$ cat config.mk
export PLATFORM = sky130hd
export DESIGN_NAME = flag_delimited_frame_receiver
export DESIGN_NICKNAME = d
export VERILOG_FILES = /design/src/rtl/fdfr_pkg.sv /design/src/rtl/fdfr_status.sv /design/src/rtl/fdfr_frame.sv /design/src/rtl/fdfr_out_reg.sv /design/src/rtl/flag_delimited_frame_receiver.sv
export SDC_FILE = /design/constraint.sdc
export NUM_CORES = 1
export LEC_CHECK = 0
export ABC_CLOCK_PERIOD_IN_PS = 9700
export BUFFER_PORTS_ARGS = -buffer_cell sky130_fd_sc_hd__buf_2
export CAP_MARGIN = 25
export CORE_UTILIZATION = 43
export CTS_CLUSTER_SIZE = 10
export DETAILED_ROUTE_END_ITERATION = 8
export GPL_ROUTABILITY_DRIVEN = 0
export GPL_TIMING_DRIVEN = 0
export SLEW_MARGIN = 40
export SYNTH_ARGS = -nofsm -noshare
export SYNTH_HDL_FRONTEND = slang
export SYNTH_SLANG_ARGS = --single-unit
$ cat constraint.sdc
create_clock -name i_clk -period 9.7 [get_ports i_clk]
set_clock_uncertainty 0.05 [all_clocks]
set_input_delay 1.94 -clock i_clk [delete_from_list [all_inputs] [get_ports i_clk]]
set_output_delay 1.94 -clock i_clk [all_outputs]
set_load 0.02 [all_outputs]
$ cat src/rtl/fdfr_pkg.sv
// Shared types and constants for the flag-delimited frame receiver.
// No dependencies; every other file of the block refers to this package by scoped names.
`timescale 1ns / 1ps
`default_nettype none

package fdfr_pkg;

    // Buffer pool geometry. The port widths below are fixed by the interface.
    localparam int NUM_BUFFERS = 4;
    localparam int IDX_W       = 2;
    localparam int OFF_W       = 11;
    localparam int COUNT_W     = 12;

    localparam logic [COUNT_W-1:0] BUFFER_BYTES = 12'd2048;
    localparam logic [7:0]         FLAG_BYTE    = 8'h7e;

    typedef enum logic [0:0] {
        CMD_BYTE    = 1'b0,
        CMD_RELEASE = 1'b1
    } t_command;

    typedef enum logic [1:0] {
        ST_FREE      = 2'd0,
        ST_RECEIVING = 2'd1,
        ST_READY     = 2'd2,
        ST_FULL      = 2'd3
    } t_buf_state;

    typedef enum logic [2:0] {
        EV_NONE      = 3'd0,
        EV_STORED    = 3'd1,
        EV_READY     = 3'd2,
        EV_DROPPED   = 3'd3,
        EV_NO_BUFFER = 3'd4
    } t_event;

    // One result word.
    typedef struct packed {
        t_event             ev;
        logic               we;
        logic [IDX_W-1:0]   idx;
        logic [OFF_W-1:0]   off;
        logic [7:0]         wr_byte;
        logic [COUNT_W-1:0] len;
    } t_result;

    // Single write port into the buffer status table.
    typedef struct packed {
        logic             en;
        logic [IDX_W-1:0] idx;
        t_buf_state       value;
    } t_stat_wr;

    // What the frame logic sees of the status table.
    typedef struct packed {
        logic             any_free;
        logic [IDX_W-1:0] free_idx;
        t_buf_state       cur_state;
    } t_stat_view;

endpackage

`default_nettype wire

$ cat src/rtl/fdfr_status.sv
// Buffer status table with a lowest-free-buffer priority encoder.
// Depends on fdfr_pkg for the status encoding and the port structs.
`timescale 1ns / 1ps
`default_nettype none

module fdfr_status (
    input  wire                         i_clk,
    input  wire                         i_rst_n,
    input  wire  [fdfr_pkg::IDX_W-1:0]  i_rd_idx,
    input  wire  fdfr_pkg::t_stat_wr    i_wr,
    output fdfr_pkg::t_stat_view        o_view
);

    fdfr_pkg::t_buf_state r_status [fdfr_pkg::NUM_BUFFERS];

    always_ff @(posedge i_clk) begin
        if (!i_rst_n) begin
            for (int k = 0; k < fdfr_pkg::NUM_BUFFERS; k++) begin
                r_status[k] <= fdfr_pkg::ST_FREE;
            end
        end else if (i_wr.en) begin
            r_status[i_wr.idx] <= i_wr.value;
        end
    end

    // Scan from the top down so the lowest free buffer wins.
    always_comb begin
        o_view.any_free  = 1'b0;
        o_view.free_idx  = '0;
        o_view.cur_state = r_status[i_rd_idx];
        for (int k = fdfr_pkg::NUM_BUFFERS - 1; k >= 0; k--) begin
            if (r_status[k] == fdfr_pkg::ST_FREE) begin
                o_view.any_free = 1'b1;
                o_view.free_idx = k[fdfr_pkg::IDX_W-1:0];
            end
        end
    end

endmodule

`default_nettype wire

$ cat src/rtl/fdfr_frame.sv
// Frame tracking: in-frame flag, current buffer, byte count and the result decode.
// Depends on fdfr_pkg; reads and updates the table held in fdfr_status.
`timescale 1ns / 1ps
`default_nettype none

module fdfr_frame (
    input  wire                         i_clk,
    input  wire                         i_rst_n,
    input  wire                         i_accept,
    input  wire                         i_command,
    input  wire  [7:0]                  i_data_byte,
    input  wire  [fdfr_pkg::IDX_W-1:0]  i_release_index,
    input  wire  fdfr_pkg::t_stat_view  i_view,
    output logic [fdfr_pkg::IDX_W-1:0]  o_cur_buf,
    output fdfr_pkg::t_stat_wr          o_wr,
    output fdfr_pkg::t_result           o_result
);

    logic                            r_in_frame, n_in_frame;
    logic [fdfr_pkg::IDX_W-1:0]      r_cur_buf,  n_cur_buf;
    logic [fdfr_pkg::COUNT_W-1:0]    r_count,    n_count;

    logic                            is_flag;
    logic                            frame_full;
    logic [fdfr_pkg::COUNT_W-1:0]    count_inc;

    assign is_flag    = (i_data_byte == fdfr_pkg::FLAG_BYTE);
    assign frame_full = (i_view.cur_state == fdfr_pkg::ST_FULL) ||
                        (r_count >= fdfr_pkg::BUFFER_BYTES);
    // The count saturates at the buffer size.
    assign count_inc  = (r_count < fdfr_pkg::BUFFER_BYTES) ?
                        (r_count + fdfr_pkg::COUNT_W'(1)) : r_count;
    assign o_cur_buf  = r_cur_buf;

    always_comb begin
        n_in_frame = r_in_frame;
        n_cur_buf  = r_cur_buf;
        n_count    = r_count;
        o_wr       = '{en: 1'b0, idx: '0, value: fdfr_pkg::ST_FREE};
        o_result   = '{ev: fdfr_pkg::EV_NONE, we: 1'b0, idx: '0, off: '0,
                       wr_byte: '0, len: '0};

        if (i_command == fdfr_pkg::CMD_RELEASE) begin
            if (int'(i_release_index) < fdfr_pkg::NUM_BUFFERS) begin
                o_wr = '{en: 1'b1, idx: i_release_index, value: fdfr_pkg::ST_FREE};
            end
        end else if (!r_in_frame) begin
            if (is_flag) begin
                if (!i_view.any_free) begin
                    o_result.ev = fdfr_pkg::EV_NO_BUFFER;
                end else begin
                    // Opening flag goes to offset zero of the claimed buffer.
                    n_in_frame       = 1'b1;
                    n_cur_buf        = i_view.free_idx;
                    n_count          = fdfr_pkg::COUNT_W'(1);
                    o_wr             = '{en: 1'b1, idx: i_view.free_idx,
                                         value: fdfr_pkg::ST_RECEIVING};
                    o_result.ev      = fdfr_pkg::EV_STORED;
                    o_result.we      = 1'b1;
                    o_result.idx     = i_view.free_idx;
                    o_result.wr_byte = i_data_byte;
                end
            end
        end else if (is_flag) begin
            // A second flag right after the opening one is an idle fill and is skipped.
            if (r_count != fdfr_pkg::COUNT_W'(1)) begin
                n_in_frame   = 1'b0;
                n_count      = '0;
                o_result.idx = r_cur_buf;
                if (!frame_full) begin
                    o_wr             = '{en: 1'b1, idx: r_cur_buf, value: fdfr_pkg::ST_READY};
                    o_result.ev      = fdfr_pkg::EV_READY;
                    o_result.we      = 1'b1;
                    o_result.off     = r_count[fdfr_pkg::OFF_W-1:0];
                    o_result.wr_byte = i_data_byte;
                    o_result.len     = r_count + fdfr_pkg::COUNT_W'(1);
                end else begin
                    o_wr        = '{en: 1'b1, idx: r_cur_buf, value: fdfr_pkg::ST_FREE};
                    o_result.ev = fdfr_pkg::EV_DROPPED;
                end
            end
        end else begin
            if (!frame_full) begin
                o_result.ev      = fdfr_pkg::EV_STORED;
                o_result.we      = 1'b1;
                o_result.idx     = r_cur_buf;
                o_result.off     = r_count[fdfr_pkg::OFF_W-1:0];
                o_result.wr_byte = i_data_byte;
            end
            n_count = count_inc;
            if (count_inc >= fdfr_pkg::BUFFER_BYTES) begin
                o_wr = '{en: 1'b1, idx: r_cur_buf, value: fdfr_pkg::ST_FULL};
            end
        end

        // Nothing changes unless a word is actually taken.
        if (!i_accept) begin
            n_in_frame = r_in_frame;
            n_cur_buf  = r_cur_buf;
            n_count    = r_count;
            o_wr.en    = 1'b0;
        end
    end

    always_ff @(posedge i_clk) begin
        if (!i_rst_n) begin
            r_in_frame <= 1'b0;
            r_cur_buf  <= '0;
            r_count    <= '0;
        end else begin
            r_in_frame <= n_in_frame;
            r_cur_buf  <= n_cur_buf;
            r_count    <= n_count;
        end
    end

endmodule

`default_nettype wire

$ cat src/rtl/fdfr_out_reg.sv
// Result register: holds one result word until the downstream side takes it.
// Depends on fdfr_pkg for the result struct.
`timescale 1ns / 1ps
`default_nettype none

module fdfr_out_reg (
    input  wire                 i_clk,
    input  wire                 i_rst_n,
    input  wire                 i_load,
    input  wire fdfr_pkg::t_result i_result,
    input  wire                 i_out_stall,
    output logic                o_valid,
    output fdfr_pkg::t_result   o_result
);

    logic               r_valid, n_valid;
    fdfr_pkg::t_result  r_result;

    always_comb begin
        if (i_load) begin
            n_valid = 1'b1;
        end else if (!i_out_stall) begin
            n_valid = 1'b0;
        end else begin
            n_valid = r_valid;
        end
    end

    always_ff @(posedge i_clk) begin
        if (!i_rst_n) begin
            r_valid <= 1'b0;
        end else begin
            r_valid <= n_valid;
        end
    end

    always_ff @(posedge i_clk) begin
        if (i_load) begin
            r_result <= i_result;
        end
    end

    assign o_valid  = r_valid;
    assign o_result = r_result;

endmodule

`default_nettype wire

$ cat src/rtl/flag_delimited_frame_receiver.sv
// Top level of the flag-delimited frame receiver.
// Depends on fdfr_pkg, fdfr_status, fdfr_frame and fdfr_out_reg.
//
//   Channel  Direction  Handshake                 Word
//   input    in         i_in_valid / o_in_stall   i_command, i_data_byte, i_release_index
//   output   out        o_out_valid / i_out_stall o_event_res, o_write_enable, o_buffer_index,
//                                                 o_write_offset, o_write_byte, o_frame_length
//
// Every accepted input word yields exactly one result word, registered and valid in the cycle after acceptance.
// A new word can be taken in every unstalled cycle: the frame state and buffer status table
// update at the same edge that loads the result register, so the next word sees the new state.
// o_in_stall rises only while a result is held and the output side stalls.
// Reset (i_rst_n low, synchronous) marks all buffers free, leaves the frame state idle and
// empties the result register.
`timescale 1ns / 1ps
`default_nettype none

module flag_delimited_frame_receiver (
    input  wire         i_clk,
    input  wire         i_rst_n,
    input  wire         i_in_valid,
    output logic        o_in_stall,
    input  wire         i_command,
    input  wire  [7:0]  i_data_byte,
    input  wire  [1:0]  i_release_index,
    output logic        o_out_valid,
    input  wire         i_out_stall,
    output logic [2:0]  o_event_res,
    output logic        o_write_enable,
    output logic [1:0]  o_buffer_index,
    output logic [10:0] o_write_offset,
    output logic [7:0]  o_write_byte,
    output logic [11:0] o_frame_length
);

    logic                        accept;
    logic [fdfr_pkg::IDX_W-1:0]  cur_buf;
    fdfr_pkg::t_stat_wr          stat_wr;
    fdfr_pkg::t_stat_view        stat_view;
    fdfr_pkg::t_result           next_result;
    fdfr_pkg::t_result           held_result;

    // The result register can take a new word when it is empty or is being drained
    // this cycle; otherwise the input side waits.
    assign o_in_stall = o_out_valid && i_out_stall;
    assign accept     = i_in_valid && !o_in_stall;

    // Per-buffer status and the lowest-free-buffer search.
    fdfr_status u_status (
        .i_clk    (i_clk),
        .i_rst_n  (i_rst_n),
        .i_rd_idx (cur_buf),
        .i_wr     (stat_wr),
        .o_view   (stat_view)
    );

    // Frame delimiting, byte placement and event decode.
    fdfr_frame u_frame (
        .i_clk           (i_clk),
        .i_rst_n         (i_rst_n),
        .i_accept        (accept),
        .i_command       (i_command),
        .i_data_byte     (i_data_byte),
        .i_release_index (i_release_index),
        .i_view          (stat_view),
        .o_cur_buf       (cur_buf),
        .o_wr            (stat_wr),
        .o_result        (next_result)
    );

    // Output register that parts the input side from the output side.
    fdfr_out_reg u_out_reg (
        .i_clk       (i_clk),
        .i_rst_n     (i_rst_n),
        .i_load      (accept),
        .i_result    (next_result),
        .i_out_stall (i_out_stall),
        .o_valid     (o_out_valid),
        .o_result    (held_result)
    );

    assign o_event_res    = held_result.ev;
    assign o_write_enable = held_result.we;
    assign o_buffer_index = held_result.idx;
    assign o_write_offset = held_result.off;
    assign o_write_byte   = held_result.wr_byte;
    assign o_frame_length = held_result.len;

endmodule

`default_nettype wire

==> qor.tcl <==
set qor(run_status) {finished with violations}
set qor(violations) {design-rule violations}
set qor(cts.path.max_buffers) 2
set qor(final.hold.worst_slack_ns) 0.4816
set qor(final_area_sq_um) 3631
set qor(die_h_microns) 85.43
set qor(post-cts-setup-buffer-count) 0
set qor(holdBufCountCts) 0
set qor(internal_power_mw) 0.4680
set qor(clk_transition_reported_paths_ns) 0.07
set qor(crit-reg2reg-launch) {u_frame.r_count[0]}
set qor(critPathArrivalTime_ns) 2.39
set qor(wl_per_cell_microns) 14.97
set qor(synth_top_cells_by_count) {45 x edfxtp_1, 32 x nor2_1, 18 x dfxtp_1, 17 x and3_1, 16 x nand2_1}
set qor(crit_path_max_fanout) 2
set qor(final_count_of_hold_timing_violations) 0
set qor(postSynth.asyncResetShare) 0
set qor(cp_launch_point) {i_out_stall}
set qor(mappedNetlistArea_sq_um) 2993
set qor(worstReg2RegEnd) {u_status.r_status[1][0]}
set qor(fillerInstances) 626
set qor(post_synth_top_area_share) 0.4515
set qor(vdd_drop_max_mv) 0.07151
set qor(synthDistinctLibCells) 56
set qor(root_driver) {clkbuf_8}
set qor(detailroute.via_count) 2259
set qor(final_antenna_net_count) 0
set qor(die_w_microns) 85.43
set qor(clock.fmax_mhz) 228.5
set qor(post_cts_resized) 0
set qor(nets) 355
set qor(postSynthCellCount) 270
set qor(largest_net_degree_at_the_start_of_global_routing) 20
set qor(cts-buffers-inserted) 9
set qor(antenna_found_initial) 0
set qor(std_cell_core_area_sq_um) 6756
set qor(grt_pass1_wl_mm) 10.32
set qor(num_rows) 30
set qor(yosys_warnings) 0
set qor(holdCritStartpoint) {u_frame.r_count[9]}
set qor(dr.pass1.iters) 6
set qor(hp-class) {reg2reg}
set qor(floorplan.initialDensity) 0.4430
set qor(initialDrtViolationCount) 102
set qor(grt_use_total) 0.1865
set qor(synth_edf_count) 45
set qor(netlist_top_cells_area) {edfxtp_1 45%, dfxtp_1 12%, nor2_1 4.0%}
set qor(ys_seq_elements) 63
set qor(design.die.area_sq_um) 7297
set qor(number_of_global_route_vias_before_repair) 2170
set qor(final_layout_size_suffix_gt1_frac) 0.2639
set qor(cp.required_ns) 7.71
set qor(crit_path_end_kind) {output pin}
set qor(crit_type) {in2out}
set qor(tns_ns) 0
set qor(unrepaired_setup_endpoints_after_global_routing) {no}
set qor(power_density_nw_per_um2) 164.7
set qor(cts.htree.levels) 3
set qor(finish.utilization) 0.5374
set qor(p_total_mw) 0.5982
set qor(timing_worst_slew_pin_value_ns) 0.5896
set qor(timing.final.max_slew_violations) 0
set qor(ios) 54
set qor(p_leak_nw) 1.445
set qor(drc) 1
set qor(route.final.wire_length_mm) 6.302
set qor(clock_power_share) 0.433
set qor(most_frequent_cell_after_synthesis) {edfxtp_1}
set qor(timing.max_cap.violations) 0
set qor(biggest_area_consumer_among_synthesized_cells) {edfxtp_1}
set qor(depth_of_the_worst_register_to_register_path) 11
set qor(dpl_cell_area_sq_um) 3400
set qor(hpwl_mm) 4.466
set qor(worstSetupStartpointType) {input port}
set qor(synth_flop_cell) {edfxtp_1}
set qor(growth_of_design_area_from_synthesis_to_finish_pct) 21.32
set qor(power.combinational.fraction) 0.068
set qor(worst_slew_margin_rel) 0.6014
set qor(placement.io_buffers) 53
set qor(switchingPower_mw) 0.1301
set qor(setup.worst_path.end) {o_in_stall}
set qor(overflow) 0
set qor(timing.final.setup_violations) 0
set qor(r2r_slack_ns) 6.85
set qor(post_drt_via_cell_ratio) 5.366
set qor(mean_instance_size_in_the_synthesized_netlist_sq_um) 11.08
set qor(cts_tree) {built}
set qor(clock-sinks) 63
set qor(share_seq_of_total_power) 0.499
set qor(n_antenna_cell) 0
set qor(synth_nets) 289
set qor(final.period_utilization) 0.4511
set qor(power_switching_share) 0.2175
set qor(insertion_delay_ns) 0.33
set qor(fin_crit_ns) 4.376
set qor(seq_area_frac_synth) 0.5719
## worst min path at each step
stage	end	cells after the start
after global routing	u_frame.r_count[7]	1
after CTS	u_frame.r_count[9]	1
after global placement	u_frame.r_count[9]	1
final	u_frame.r_count[9]	1
after detailed placement	u_frame.r_count[9]	1
after floorplan	u_frame.r_count[9]	1
## layout make-up
class,count,area [sq um],share of cell area
Sequential cell,63,1712,0.4714
Clock buffer,11,151.4,0.04170
Multi-Input combinational cell,187,1200,0.3305
Tap cell,80,100.1,0.02757
Timing Repair Buffer,55,295.3,0.08132
Buffer,12,62.56,0.01723
Inverter,8,30.03,0.008270
Clock inverter,5,80.08,0.02205
## per-stage QoR
step	setup slack [ns]	std cells
5_1_grt	5.318	421
6_report	5.324	421
3_3_place_gp	3.303	403
3_5_place_dp	5.330	405
2_1_floorplan	4.630	270
4_1_cts	5.327	421
## logic make-up (layout without fill, tap and decap cells)
group | after synthesis | count (layout) | share of synthesized area
xor+xnor | 10 | 10 | 0.02926
flops | 63 | 63 | 0.5719
simple gates | 116 | 116 | 0.2111
buf+inv | 20 | 91 | 0.03094
mux | 1 | 1 | 0.003345
fa+ha+maj | 4 | 4 | 0.01672
compound gates | 56 | 56 | 0.1367
## registers in the layout, indices dropped and copies added, names as in the netlist, named ones only
signal,cells
u_out_reg.o_result,37
u_frame.r_count,12
u_status.r_status,8
u_frame.o_cur_buf,2
u_frame.r_in_frame,1
u_out_reg.o_valid,1
## cell usage in the layout (no fill, tap or decap), drive strengths merged, types with 3 or more instances in the layout
cell type,n
o211ai,4
dfxtp,18
a21oi,8
o21a,3
inv,8
nand4b,3
nand2,16
a21boi,4
nand3,8
buf,62
xor2,6
and2,10
o21ai,11
nor2b,4
nor3,6
nand2b,7
nor2,34
and3,17
ha,4
edfxtp,45
clkbuf,16
o2bb2ai,4
o22ai,3
nor4,3
xnor2,4
## worst max-delay path, cell delays in order
cell and delay (ns):
buf_2 0.12, and2_1 0.17, buf_2 0.16
## per-layer routing
metal	vias to the layer above	GRT usage	wire (microns)
met5	-	0	0
met4	0	0.09697	104
met3	10	0.03113	217
met2	69	0.2982	2951
met1	1050	0.2439	3029
li1	1130	-	-
## power groups by stage
stage                     Sequential (mW)  Combinational [mW]  Clock, mW
after floorplan                     0.315              0.0136          0
final                               0.299              0.0406      0.259
after CTS                           0.299              0.0408      0.264
after detailed placement            0.305              0.0406          0
after global placement              0.306              0.0380          0
after global routing                0.299              0.0438      0.276
Power figures use the tool's default switching activity.
